--- src/hdl/rcstv_pkg.sv ---
`timescale 1ns / 1ps
`default_nettype none

package rcstv_pkg;

   // field and register widths
   localparam int CH_W      = 16;
   localparam int SPEED_W   = 16;
   localparam int LIMIT_W   = 5;
   localparam int DB_W      = 10;
   localparam int CSR_IDX_W = 3;
   localparam int CSR_DATA_W = 16;
   localparam int NUM_LANE  = 3;

   // stream payload widths, data padded to whole bytes
   localparam int REQ_DATA_W = 80;
   localparam int REQ_USER_W = 1;
   localparam int RSP_DATA_W = 56;
   localparam int RSP_USER_W = 2;

   // parameter defaults
   localparam int DEFAULT_STICK_SPAN          = 500;
   localparam int DEFAULT_SPEED_FRACTION_BITS = 10;

   // fixed channel limits and switch positions
   localparam logic [CH_W-1:0] CH_MIN      = 16'd900;
   localparam logic [CH_W-1:0] CH_MAX      = 16'd2100;
   localparam logic [CH_W-1:0] SW_FAST_POS = 16'd2000;
   localparam logic [CH_W-1:0] SW_SLOW_POS = 16'd1000;
   localparam int              SPEED_CAP   = 20;

   // register reset values
   localparam logic [CH_W-1:0]    RST_STICK_CENTER     = 16'd1500;
   localparam logic [DB_W-1:0]    RST_DEADBAND         = 10'd30;
   localparam logic [DB_W-1:0]    RST_SWITCH_TOLERANCE = 10'd250;
   localparam logic [CH_W-1:0]    RST_ENABLE_THRESHOLD = 16'd1200;
   localparam logic [LIMIT_W-1:0] RST_FAST_LIMIT       = 5'd20;
   localparam logic [LIMIT_W-1:0] RST_MEDIUM_LIMIT     = 5'd10;
   localparam logic [LIMIT_W-1:0] RST_SLOW_LIMIT       = 5'd5;

   typedef enum logic [CSR_IDX_W-1:0] {
      REG_STICK_CENTER     = 3'd0,
      REG_DEADBAND         = 3'd1,
      REG_SWITCH_TOLERANCE = 3'd2,
      REG_ENABLE_THRESHOLD = 3'd3,
      REG_FAST_LIMIT       = 3'd4,
      REG_MEDIUM_LIMIT     = 3'd5,
      REG_SLOW_LIMIT       = 3'd6
   } csr_index_type;

   typedef enum logic [1:0] {
      LEVEL_SLOW   = 2'd0,
      LEVEL_MEDIUM = 2'd1,
      LEVEL_FAST   = 2'd2
   } speed_level_type;

   typedef struct packed {
      logic            online;
      logic            enabled;
      speed_level_type level;
   } ctl_type;

endpackage

`default_nettype wire

--- src/hdl/rc_stick_to_velocity_command.sv ---
`timescale 1ns / 1ps
`default_nettype none

// channel   | direction | handshake             | payload
// ----------+-----------+-----------------------+-------------------------------------------
// req       | in        | req_tvalid/req_tready | one receiver frame (sticks, switch, knob)
// rsp       | out       | rsp_tvalid/rsp_tready | flags, speed level, three speed commands
// csr       | in        | csr_we                | register index and write data, no read-back
//
// one item per clock sustained while rsp_tready stays high
// the divide by stick span is done as two reciprocal
// multiply and correct steps, each a multiplier stage and a fix-up stage
// reset (synchronous) empties the pipe and restores the register defaults
// every stage holds while its successor is full and holding; ready ripples back so
// bubbles are squeezed out and a waiting result holds the input only once
// every stage is full

module rc_stick_to_velocity_command
   import rcstv_pkg::*;
#(
   parameter int STICK_SPAN          = DEFAULT_STICK_SPAN,
   parameter int SPEED_FRACTION_BITS = DEFAULT_SPEED_FRACTION_BITS
) (
   input  wire logic                  clock,
   input  wire logic                  reset,

   input  wire logic                  req_tvalid,
   output logic                       req_tready,
   // right_y_channel, right_x_channel, left_x_channel, switch_channel, enable_channel
   input  wire logic [REQ_DATA_W-1:0] req_tdata,
   // receiver_valid
   input  wire logic [REQ_USER_W-1:0] req_tuser,

   output logic                       rsp_tvalid,
   input  wire logic                  rsp_tready,
   // speed_level, forward_speed, lateral_speed, yaw_rate, zero fill
   output logic [RSP_DATA_W-1:0]      rsp_tdata,
   // online flag, enabled flag
   output logic [RSP_USER_W-1:0]      rsp_tuser,

   input  wire logic                  csr_we,
   input  wire logic [CSR_IDX_W-1:0]  csr_index,
   input  wire logic [CSR_DATA_W-1:0] csr_wdata
);

   localparam int NSTAGE = 8;
   localparam int FB     = SPEED_FRACTION_BITS;
   localparam int DIFF_W = CH_W + 1;
   localparam int MAG_W  = $clog2(STICK_SPAN + 1);  // clamped stick offset
   localparam int P_W    = MAG_W + LIMIT_W;         // offset times limit
   localparam int XB_W   = MAG_W + FB;              // remainder shifted by fraction bits
   localparam int SPD_W  = LIMIT_W + FB;            // speed magnitude
   localparam int MA_W   = P_W + 1;
   localparam int MB_W   = XB_W + 1;
   localparam int PAD_W  = RSP_DATA_W - 2 - NUM_LANE * SPEED_W;

   // floor(2^W / span): the estimate is at most one short of the quotient
   localparam logic [MA_W-1:0]  RECIP_A = MA_W'((64'd1 << P_W) / STICK_SPAN);
   localparam logic [MB_W-1:0]  RECIP_B = MB_W'((64'd1 << XB_W) / STICK_SPAN);
   localparam logic [MAG_W-1:0] SPAN_M  = MAG_W'(STICK_SPAN);
   localparam logic [CH_W-1:0]  SPAN_CH = CH_W'(STICK_SPAN);
   localparam logic [SPD_W-1:0] CAP_M   = SPD_W'(SPEED_CAP << FB);

   // ------------------------------------------------------------------
   // configuration registers
   // ------------------------------------------------------------------
   logic [CH_W-1:0]    center_ff;
   logic [DB_W-1:0]    deadband_ff;
   logic [DB_W-1:0]    tolerance_ff;
   logic [CH_W-1:0]    threshold_ff;
   logic [LIMIT_W-1:0] fast_limit_ff;
   logic [LIMIT_W-1:0] medium_limit_ff;
   logic [LIMIT_W-1:0] slow_limit_ff;

   always_ff @(posedge clock) begin
      if (reset) begin
         center_ff       <= RST_STICK_CENTER;
         deadband_ff     <= RST_DEADBAND;
         tolerance_ff    <= RST_SWITCH_TOLERANCE;
         threshold_ff    <= RST_ENABLE_THRESHOLD;
         fast_limit_ff   <= RST_FAST_LIMIT;
         medium_limit_ff <= RST_MEDIUM_LIMIT;
         slow_limit_ff   <= RST_SLOW_LIMIT;
      end else if (csr_we) begin
         case (csr_index_type'(csr_index))
            REG_STICK_CENTER:     center_ff       <= csr_wdata[CH_W-1:0];
            REG_DEADBAND:         deadband_ff     <= csr_wdata[DB_W-1:0];
            REG_SWITCH_TOLERANCE: tolerance_ff    <= csr_wdata[DB_W-1:0];
            REG_ENABLE_THRESHOLD: threshold_ff    <= csr_wdata[CH_W-1:0];
            REG_FAST_LIMIT:       fast_limit_ff   <= csr_wdata[LIMIT_W-1:0];
            REG_MEDIUM_LIMIT:     medium_limit_ff <= csr_wdata[LIMIT_W-1:0];
            REG_SLOW_LIMIT:       slow_limit_ff   <= csr_wdata[LIMIT_W-1:0];
            default: ;  // index beyond the register list is dropped
         endcase
      end
   end

   // ------------------------------------------------------------------
   // pipeline flow control: stage k loads when empty or when k+1 loads
   // ------------------------------------------------------------------
   logic [NSTAGE-1:0] vld_ff;
   logic [NSTAGE-1:0] rdy;
   logic [NSTAGE-1:0] vld_src;

   always_comb begin
      rdy[NSTAGE-1] = !vld_ff[NSTAGE-1] || rsp_tready;
      for (int k = NSTAGE - 2; k >= 0; k--) begin
         rdy[k] = !vld_ff[k] || rdy[k+1];
      end
   end

   assign vld_src    = {vld_ff[NSTAGE-2:0], req_tvalid};
   assign req_tready = rdy[0];

   always_ff @(posedge clock) begin
      if (reset) begin
         vld_ff <= '0;
      end else begin
         for (int k = 0; k < NSTAGE; k++) begin
            if (rdy[k]) vld_ff[k] <= vld_src[k];
         end
      end
   end

   // control flags, lane zero marks and lane signs travel down the pipe
   ctl_type             ctl_ff  [NSTAGE];
   logic [NUM_LANE-1:0] zero_ff [NSTAGE-1];
   logic [NUM_LANE-1:0] neg_ff  [NSTAGE-1];

   // ------------------------------------------------------------------
   // stage 0: unpack, range checks, offset from centre, speed switch
   // ------------------------------------------------------------------
   logic [CH_W-1:0]          chan [NUM_LANE];
   logic [CH_W-1:0]          sw_chan;
   logic [CH_W-1:0]          en_chan;
   logic [CH_W-1:0]          fast_dist;
   logic [CH_W-1:0]          slow_dist;
   ctl_type                  ctl_s0_in;
   logic [LIMIT_W-1:0]       limit_s0_in;
   logic [NUM_LANE-1:0]      zero_s0_in;
   logic [NUM_LANE-1:0]      neg_s0_in;
   logic signed [DIFF_W-1:0] diff_s0_in [NUM_LANE];
   logic signed [DIFF_W-1:0] diff_s0_ff [NUM_LANE];
   logic [LIMIT_W-1:0]       limit_s0_ff;

   assign chan[0] = req_tdata[15:0];   // forward
   assign chan[1] = req_tdata[31:16];  // lateral
   assign chan[2] = req_tdata[47:32];  // yaw
   assign sw_chan = req_tdata[63:48];
   assign en_chan = req_tdata[79:64];

   always_comb begin
      fast_dist = (sw_chan > SW_FAST_POS) ? sw_chan - SW_FAST_POS : SW_FAST_POS - sw_chan;
      slow_dist = (sw_chan > SW_SLOW_POS) ? sw_chan - SW_SLOW_POS : SW_SLOW_POS - sw_chan;

      ctl_s0_in.online  = req_tuser[0];
      ctl_s0_in.enabled = req_tuser[0] && (en_chan <= threshold_ff);

      // fast position is tested first and wins where both match
      if (fast_dist <= CH_W'(tolerance_ff)) begin
         ctl_s0_in.level = LEVEL_FAST;
         limit_s0_in     = fast_limit_ff;
      end else if (slow_dist <= CH_W'(tolerance_ff)) begin
         ctl_s0_in.level = LEVEL_SLOW;
         limit_s0_in     = slow_limit_ff;
      end else begin
         ctl_s0_in.level = LEVEL_MEDIUM;
         limit_s0_in     = medium_limit_ff;
      end
      if (!ctl_s0_in.enabled) ctl_s0_in.level = LEVEL_SLOW;

      for (int l = 0; l < NUM_LANE; l++) begin
         diff_s0_in[l] = $signed({1'b0, chan[l]}) - $signed({1'b0, center_ff});
         neg_s0_in[l]  = diff_s0_in[l][DIFF_W-1];
         zero_s0_in[l] = (chan[l] < CH_MIN) || (chan[l] > CH_MAX) || !ctl_s0_in.enabled;
      end
   end

   // ------------------------------------------------------------------
   // stage 1: magnitude, deadband, clamp to span
   // ------------------------------------------------------------------
   logic [CH_W-1:0]     abs_s1 [NUM_LANE];
   logic [NUM_LANE-1:0] zero_s1_in;
   logic [MAG_W-1:0]    mag_s1_in [NUM_LANE];
   logic [MAG_W-1:0]    mag_s1_ff [NUM_LANE];
   logic [LIMIT_W-1:0]  limit_s1_ff;

   always_comb begin
      for (int l = 0; l < NUM_LANE; l++) begin
         abs_s1[l] = neg_ff[0][l] ? CH_W'(-diff_s0_ff[l]) : CH_W'(diff_s0_ff[l]);
         zero_s1_in[l] = zero_ff[0][l] || (abs_s1[l] <= CH_W'(deadband_ff));
         mag_s1_in[l]  = (abs_s1[l] > SPAN_CH) ? SPAN_M : MAG_W'(abs_s1[l]);
      end
   end

   // ------------------------------------------------------------------
   // stage 2: offset times selected limit
   // ------------------------------------------------------------------
   logic [P_W-1:0] prod_s2_in [NUM_LANE];
   logic [P_W-1:0] prod_s2_ff [NUM_LANE];

   always_comb begin
      for (int l = 0; l < NUM_LANE; l++) begin
         prod_s2_in[l] = P_W'(mag_s1_ff[l]) * P_W'(limit_s1_ff);
      end
   end

   // ------------------------------------------------------------------
   // stage 3: whole part of product / span, reciprocal estimate
   // ------------------------------------------------------------------
   logic [P_W+MA_W-1:0] recip_a    [NUM_LANE];
   logic [LIMIT_W-1:0]  qa0_s3_in  [NUM_LANE];
   logic [LIMIT_W-1:0]  qa0_s3_ff  [NUM_LANE];
   logic [P_W-1:0]      prod_s3_ff [NUM_LANE];

   always_comb begin
      for (int l = 0; l < NUM_LANE; l++) begin
         recip_a[l]   = (P_W+MA_W)'(prod_s2_ff[l]) * (P_W+MA_W)'(RECIP_A);
         qa0_s3_in[l] = recip_a[l][P_W +: LIMIT_W];
      end
   end

   // ------------------------------------------------------------------
   // stage 4: correct the whole part, keep the remainder
   // ------------------------------------------------------------------
   logic [P_W:0]         rem_a     [NUM_LANE];
   logic [LIMIT_W-1:0]   qa_s4_in  [NUM_LANE];
   logic [MAG_W-1:0]     ra_s4_in  [NUM_LANE];
   logic [LIMIT_W-1:0]   qa_s4_ff  [NUM_LANE];
   logic [MAG_W-1:0]     ra_s4_ff  [NUM_LANE];

   always_comb begin
      for (int l = 0; l < NUM_LANE; l++) begin
         rem_a[l] = {1'b0, prod_s3_ff[l]} - (P_W+1)'(qa0_s3_ff[l]) * (P_W+1)'(SPAN_M);
         if (rem_a[l] >= (P_W+1)'(SPAN_M)) begin
            qa_s4_in[l] = qa0_s3_ff[l] + 1'b1;
            ra_s4_in[l] = MAG_W'(rem_a[l] - (P_W+1)'(SPAN_M));
         end else begin
            qa_s4_in[l] = qa0_s3_ff[l];
            ra_s4_in[l] = MAG_W'(rem_a[l]);
         end
      end
   end

   // ------------------------------------------------------------------
   // stage 5: fraction bits, (remainder << fb) / span estimate
   // ------------------------------------------------------------------
   logic [XB_W+MB_W-1:0] recip_b   [NUM_LANE];
   logic [FB-1:0]        qb0_s5_in [NUM_LANE];
   logic [FB-1:0]        qb0_s5_ff [NUM_LANE];
   logic [LIMIT_W-1:0]   qa_s5_ff  [NUM_LANE];
   logic [MAG_W-1:0]     ra_s5_ff  [NUM_LANE];

   always_comb begin
      for (int l = 0; l < NUM_LANE; l++) begin
         recip_b[l]   = (XB_W+MB_W)'({ra_s4_ff[l], {FB{1'b0}}}) * (XB_W+MB_W)'(RECIP_B);
         qb0_s5_in[l] = recip_b[l][XB_W +: FB];
      end
   end

   // ------------------------------------------------------------------
   // stage 6: correct the fraction bits and join with the whole part
   // ------------------------------------------------------------------
   logic [XB_W:0]      rem_b     [NUM_LANE];
   logic [FB-1:0]      qb_s6     [NUM_LANE];
   logic [SPD_W-1:0]   mag_s6_in [NUM_LANE];
   logic [SPD_W-1:0]   mag_s6_ff [NUM_LANE];

   always_comb begin
      for (int l = 0; l < NUM_LANE; l++) begin
         rem_b[l] = (XB_W+1)'({ra_s5_ff[l], {FB{1'b0}}})
                    - (XB_W+1)'(qb0_s5_ff[l]) * (XB_W+1)'(SPAN_M);
         qb_s6[l] = (rem_b[l] >= (XB_W+1)'(SPAN_M)) ? qb0_s5_ff[l] + 1'b1 : qb0_s5_ff[l];
         mag_s6_in[l] = {qa_s5_ff[l], qb_s6[l]};
      end
   end

   // ------------------------------------------------------------------
   // stage 7: cap, negate, zero where the lane is dead
   // ------------------------------------------------------------------
   logic [SPD_W-1:0]          cap_s7      [NUM_LANE];
   logic signed [SPD_W:0]     sgn_s7      [NUM_LANE];
   logic signed [SPEED_W-1:0] speed_s7_in [NUM_LANE];
   logic signed [SPEED_W-1:0] speed_s7_ff [NUM_LANE];

   always_comb begin
      for (int l = 0; l < NUM_LANE; l++) begin
         cap_s7[l] = (mag_s6_ff[l] > CAP_M) ? CAP_M : mag_s6_ff[l];
         // the command is the negated stick speed
         sgn_s7[l] = neg_ff[NSTAGE-2][l] ? $signed({1'b0, cap_s7[l]})
                                         : -$signed({1'b0, cap_s7[l]});
         speed_s7_in[l] = zero_ff[NSTAGE-2][l] ? '0 : SPEED_W'(sgn_s7[l]);
      end
   end

   // ------------------------------------------------------------------
   // pipeline registers
   // ------------------------------------------------------------------
   always_ff @(posedge clock) begin
      if (rdy[0]) begin
         ctl_ff[0]   <= ctl_s0_in;
         zero_ff[0]  <= zero_s0_in;
         neg_ff[0]   <= neg_s0_in;
         limit_s0_ff <= limit_s0_in;
         diff_s0_ff  <= diff_s0_in;
      end
      for (int k = 1; k < NSTAGE; k++) begin
         if (rdy[k]) ctl_ff[k] <= ctl_ff[k-1];
      end
      for (int k = 2; k < NSTAGE - 1; k++) begin
         if (rdy[k]) begin
            zero_ff[k] <= zero_ff[k-1];
            neg_ff[k]  <= neg_ff[k-1];
         end
      end
      if (rdy[1]) begin
         zero_ff[1]  <= zero_s1_in;
         neg_ff[1]   <= neg_ff[0];
         mag_s1_ff   <= mag_s1_in;
         limit_s1_ff <= limit_s0_ff;
      end
      if (rdy[2]) prod_s2_ff <= prod_s2_in;
      if (rdy[3]) begin
         qa0_s3_ff  <= qa0_s3_in;
         prod_s3_ff <= prod_s2_ff;
      end
      if (rdy[4]) begin
         qa_s4_ff <= qa_s4_in;
         ra_s4_ff <= ra_s4_in;
      end
      if (rdy[5]) begin
         qb0_s5_ff <= qb0_s5_in;
         qa_s5_ff  <= qa_s4_ff;
         ra_s5_ff  <= ra_s4_ff;
      end
      if (rdy[6]) mag_s6_ff <= mag_s6_in;
      if (rdy[7]) speed_s7_ff <= speed_s7_in;
   end

   // ------------------------------------------------------------------
   // result item
   // ------------------------------------------------------------------
   assign rsp_tvalid = vld_ff[NSTAGE-1];
   assign rsp_tuser  = {ctl_ff[NSTAGE-1].enabled, ctl_ff[NSTAGE-1].online};
   assign rsp_tdata  = {{PAD_W{1'b0}}, speed_s7_ff[2], speed_s7_ff[1], speed_s7_ff[0],
                        ctl_ff[NSTAGE-1].level};

   // ------------------------------------------------------------------
   // assertions
   // ------------------------------------------------------------------
   a_enabled_needs_online: assert property (@(posedge clock) disable iff (reset)
      rsp_tvalid && rsp_tuser[1] |-> rsp_tuser[0])
      else $error("enabled result without online frame");

   a_disabled_is_still: assert property (@(posedge clock) disable iff (reset)
      rsp_tvalid && !rsp_tuser[1] |-> rsp_tdata[RSP_DATA_W-1:0] == '0)
      else $error("speed or level set while motion disabled");

   a_level_code: assert property (@(posedge clock) disable iff (reset)
      rsp_tvalid |-> rsp_tdata[1:0] != 2'd3)
      else $error("unused speed level code on output");

   a_accept_fills_first: assert property (@(posedge clock) disable iff (reset)
      req_tvalid && req_tready |=> vld_ff[0])
      else $error("accepted item missing from first stage");

endmodule

`default_nettype wire

--- config.mk ---
export PLATFORM = sky130hd
export DESIGN_NAME = rc_stick_to_velocity_command
export DESIGN_NICKNAME = d
export VERILOG_FILES = /design/src/hdl/rcstv_pkg.sv /design/src/hdl/rc_stick_to_velocity_command.sv
export SDC_FILE = /design/constraint.sdc
export NUM_CORES = 2
export LEC_CHECK = 0
export BUFFER_PORTS_ARGS = -buffer_cell sky130_fd_sc_hd__buf_2
export CAP_MARGIN = 20
export CORE_MARGIN = 3
export CORE_UTILIZATION = 55
export CTS_CLUSTER_DIAMETER = 30
export CTS_CLUSTER_SIZE = 12
export DETAILED_ROUTE_END_ITERATION = 16
export PLACE_DENSITY = 0.78
export SYNTH_ARGS = -nofsm -noshare
export SYNTH_HDL_FRONTEND = slang
export SYNTH_SLANG_ARGS = --single-unit
export TNS_END_PERCENT = 100
--- constraint.sdc ---
create_clock -name clock -period 20.1 [get_ports clock]
set_input_delay 1.005 -clock clock [delete_from_list [all_inputs] [get_ports clock]]
set_output_delay 1.005 -clock clock [all_outputs]
set_load 0.02 [all_outputs]
; Word-level counts from Yosys, hierarchy flattened
; Memories as Yosys holds them, arrays and structs flattened.
; Cells that the tools add are included.
[classes]
addsub = 28
multipliers = 12
div_mod_pow = 0
n_lt_le_gt_ge = 26
n_eq_ne = 6
n_shift = 0
mux = 41
bitwise = 0
reduce_logical = 38
[ops]
columns = op, n
row1 = $mux W15, 6
row2 = $le A16 B10 Y1, 5
row3 = $mux W16, 5
row4 = $ge A20 B9 Y1 const B, 3
row5 = $sub A19 B19 Y20, 3
row6 = $mul A10 B7 Y17 const B, 3
row7 = $sub A16 B16 Y17, 3
row8 = $gt A16 B12 Y1 const B, 3
row9 = $gt A16 B9 Y1 const B, 3
row10 = $lt A16 B10 Y1 const B, 3
row11 = $mul A9 B8 Y16 const B, 3
row12 = $neg A15 Y16, 3
row13 = $neg A16 Y16, 3
row14 = $ge A15 B9 Y1 const B, 3
row15 = $gt A15 B15 Y1 const B, 3
row16 = $sub A14 B14 Y15, 3
row17 = $mul A9 B5 Y14, 3
row18 = $mul A5 B7 Y12 const B, 3
row19 = $add A10 B1 Y10 const B, 3
row20 = $mux W10, 3
row21 = $mux W9, 3
row22 = $sub A9 B9 Y9 const B, 3
row23 = $mux W5, 5
row24 = $logic_or A1 B1 Y1, 17
row25 = 18 further kinds, 56
[word_totals]
ff_bits = 466
latch_bits = 0
mem_bits_rw = 74
rom_bits = 0
inputBits = 105
mem_count = 3
[mem_list]
columns = name, depth, width, read_ports, rd_ports_with_merged_regs, write_ports, line_no
row1 = ctl_ff, 8, 4, 8, 0, 8, rc_stick_to_velocity_command.sv:126  ; ctl_type ctl_ff [NSTAGE];
row2 = neg_ff, 7, 3, 7, 0, 7, rc_stick_to_velocity_command.sv:128  ; logic [NUM_LANE-1:0] neg_ff [NSTAGE-1];
row3 = zero_ff, 7, 3, 7, 0, 7, rc_stick_to_velocity_command.sv:127  ; logic [NUM_LANE-1:0] zero_ff [NSTAGE-1];

; Logic depth before layout (Yosys ltp)
[logic_depth]
ltp_word = 11
ltp_mapped = 32
mapped_depth_nobuf = 31

; Least setup slack after synthesis
; OpenSTA, ideal clock, no wires.
[synth_path]
kind = flip-flop to flip-flop
startpoint = reg qb0_s5_ff[20] (netlist name)
endpoint = reg mag_s6_ff[34] (netlist name) (data pin)
arrival_time_ns = 7.119
required_ns = 19.840
path_slack_ns = 12.720
path_stages_with_launch = 29
path_buffers = 1
synth_period_minus_slack_ns = 7.380
path_cell_list = edfxtp_1 -> fa_1 -> fa_1 -> inv_1 -> fa_1 -> fa_1 -> inv_1 -> ha_1 -> inv_1 -> o21bai_1 -> a21oi_1 -> o21bai_1 -> a21oi_1 -> o21ai_0 -> or4_1 -> a31o_2 -> a21oi_1 -> xnor2_1 -> ha_1 -> nor2b_1 -> a2111oi_2 -> or4b_1 -> and3_1 -> a2111o_1 -> a2111oi_2 -> o2111ai_1 -> buf_4 -> nand3_1 -> xnor2_1
[synth_lines]
columns = item, line_no
row1 = from (decl), rc_stick_to_velocity_command.sv:250  ; logic [FB-1:0] qb0_s5_ff [NUM_LANE];
row2 = from (signal assigned), rc_stick_to_velocity_command.sv:332  ; qb0_s5_ff <= qb0_s5_in;
row3 = to (signal assigned), rc_stick_to_velocity_command.sv:336  ; if (rdy[6]) mag_s6_ff <= mag_s6_in;
row4 = to (decl), rc_stick_to_velocity_command.sv:267  ; logic [SPD_W-1:0] mag_s6_ff [NUM_LANE];

==> reports/summary.txt <==
CTS Buffer Depth: 3
Overflow left after global routing: 0
CP endpoint kind: register
Share of the synthesized area in the top cell type: 33.5%
Count of final hold-check violations: 0
Total negative setup slack: 0 ns
Post-cts gate resize count: 0
CTS tree: yes
Number of flops mapped to enable cells by yosys: 450
Syn avg cell area: 10.2 sq um
Initial antenna violation count: 0
Synth-to-Final Area Change: 13.9%
Placed inst area: 42100 sq um
Final min period: 8.44 ns
Fin crit share: 42.0%
Clk slew on worst S/H paths: 0.06 ns
Hold_sp: prod_s2_ff[15]
Detail Route Antenna Nets: 0
PortBufs: 158
Initial drt markers: 1521
Post-synth cell types: 78
Cell Area, Synth: 40300 sq um
First-pass GRT wire length: 135 mm
GR Util met1: 26.3%
WHS Endpoint: prod_s3_ff[15]
IO Count: 165
Synthesis-stage register bit count: 525
DR DRC count: 0
Final Util: 63.7%
Final setup viols: 0
Largest net degree at the start of global routing: 76
Final Cell Area: 45900 sq um
Core area: 72000 sq um
DP HPWL: 60.2 mm
Routed WL per cell: 15.4 microns
Crit Path Category: register to register
WP data arrival: 8.86 ns
Unrepaired setup endpoints after global routing: no
Fill count: 5546
Most used DFF post-synth: edfxtp_1
Clock skew: 0.0665 ns
Gr busiest metal: met2
Ys async rst share: 0%
Die height: 277 microns
# Max-Cap Violations: 0
Fin nets: 4972
Final wirelength: 79.7 mm
Required @ worst endpoint: 20.52 ns
Initial DRT Pass Iterations: 5
TritonCTS Sinks: 525
Hold Path Stages: 0
Seq/Total Area, Yosys: 37.3%
RR Endpoint: mag_s6_ff[34]
Crit start category: register
CP Max Fanout: 11
Postcts setup bufs: 0
Peak Freq: 118 MHz
Total Routing Usage GR: 20.8%
Later-pin clock latency in the skew report: 0.68 ns
GPL Wtd Cong: 0.889
Area leader, netlist: edfxtp_1
Initial Util: 56.0%
Synth warn: 0
FF-to-FF Start: qb0_s5_ff[20]
Status: completed
Met2 GRT Util: 36.9%
Die ar.: 76500 sq um
Via density: 5.47
Vias in the first global route: 28400
Area contributors post-synth: edfxtp_1 (34%), ha_1 (16%), fa_1 (9.7%), inv_1 (4.8%), xnor2_1 (4.5%)
Reg2reg setup slack: 11.66 ns
Pins Over Slew Limit: 0
Inserted Diodes: 0
Worst hold slack: 0.397 ns
Slew margin rel.: 30.4%
H-tree levels: 3
Row count: 98
Hold_buf cts: 0
Ratio of cells with drive above 1 in the final layout: 9.35%
Root Buffer: clkbuf_16
DIE WIDTH: 277 microns
GR Layer Usage met3: 2.84%
Hold Path Class: register to register
Worst reg2reg path depth: 27
Worst Max-Slew Pin Slew: 1.04 ns
Via Count: 28400
Number of buffers created by CTS: 106
Synthesized instance count: 3932
-- layout make-up --
type	count	area (sq um)	share of cell area, %
clock inverter	84	1020	2.23
timing repair buffer	173	922	2.01
tap	950	1190	2.59
multi-input combinational	2822	23100	50.3
clock buffer	116	2730	5.95
inverter	517	1940	4.23
sequential	525	15000	32.7
-- per-layer routing --
metal,wire [microns],vias to the layer above,share of wire (%)
met2,39600,595,50
met3,3220,141,4.0
met5,0,-,0
li1,-,14100,-
met4,1960,0,2.5
met1,34900,13500,44
-- worst max-delay path, stage by stage, from the launching register on --
cell and delay (ns):
edfxtp_1 0.52, fa_1 0.58, fa_1 0.52, inv_1 0.05
fa_1 0.49, fa_1 0.52, inv_1 0.04, ha_1 0.33
inv_1 0.07, o21bai_1 0.07, a21oi_1 0.23, o21bai_1 0.09
a21oi_1 0.22, o21ai_0 0.15, or4_1 0.46, a31o_2 0.26
a21oi_1 0.17, xnor2_1 0.09, ha_1 0.41, nor2b_1 0.09
a2111oi_2 0.44, or4b_1 0.48, and3_1 0.19, a2111o_1 0.40
a2111oi_2 0.36, o2111ai_1 0.57, nand3_1 0.31, xnor2_1 0.09
-- sequential cells by signal, indices dropped and copies added (netlist names), 30 cells and up --
register and flops:
ctl_ff 32, diff_s0_ff 48, mag_s6_ff 45, prod_s2_ff 42
qb0_s5_ff 30, rsp_tdata 48
-- synth_stat cells, types with 16 or more instances --
master    instances
nand2b_1         55
dfxtp_1          75
o21bai_1         36
a21o_1           35
o21a_1           56
nor2_1          291
nand2_1         288
and2_1           82
xnor2_1         206
a211oi_1         19
clkbuf_1         57
or2_2            17
a31oi_1          22
ha_1            527
o31ai_1          16
nor4_1           24
nor2b_1          58
xor2_1           92
or3_1            16
a21oi_1         215
edfxtp_1        450
a21boi_0         16
fa_1            195
nor3_1           86
nand4_1          26
mux2i_1          22
inv_1           516
o21ai_0         139
a211o_1          25
nand3_1          63
and3_1           28
-- worst max-delay path by stage --
stage / slack (ns) / endpoint / cells after the start / start
2_1_floorplan: 12.72 / mag_s6_ff[34] / 28 / qb0_s5_ff[20]
3_3_place_gp: 11.88 / mag_s6_ff[39] / 27 / qb0_s5_ff[20]
3_5_place_dp: 11.75 / mag_s6_ff[34] / 27 / qb0_s5_ff[20]
4_1_cts: 11.65 / mag_s6_ff[34] / 27 / qb0_s5_ff[20]
5_1_grt: 11.13 / mag_s6_ff[39] / 27 / qb0_s5_ff[20]
6_report: 11.66 / mag_s6_ff[34] / 27 / qb0_s5_ff[20]
-- layout by cell type (no fill, tap or decap), types with 24 or more instances in the layout --
master     instances
nand3_1           62
o21bai_1          36
nand4_1           26
dfxtp_1           75
edfxtp_1         450
and3_1            28
nor4_1            24
ha_1             527
a21oi_1          215
buf_2            159
a211o_1           25
o21ai_0          139
nor2b_1           58
clkbuf_16        106
o21a_1            56
nor3_1            85
nor2_1           291
inv_1            513
xnor2_1          206
fa_1             195
a21o_1            35
and2_1            82
nand2b_1          55
xor2_1            92
nand2_1          286
-- kinds of logic after synthesis --
family          count (synthesis)  synth area share, %
flops                         525                 37.3
buf+inv                       590                 5.60
xor+xnor                      298                 6.48
other cells                     1              0.00931
compound gates                685                 10.9
fa+ha+maj                     723                 26.1
mux                            27                0.686
simple gates                 1083                 13.0
-- through the flow --
stage               worst slack [ns]  cells
CTS                            11.65   5184
global placement               11.88   4983
detailed placement             11.75   4984
floorplan                      12.72   3937
global route                   11.13   5187
finish                         11.66   5187
Power is left out: the tool's default activity adds up to more than one toggle a clock period on the data nets, which glitch-free logic cannot reach.
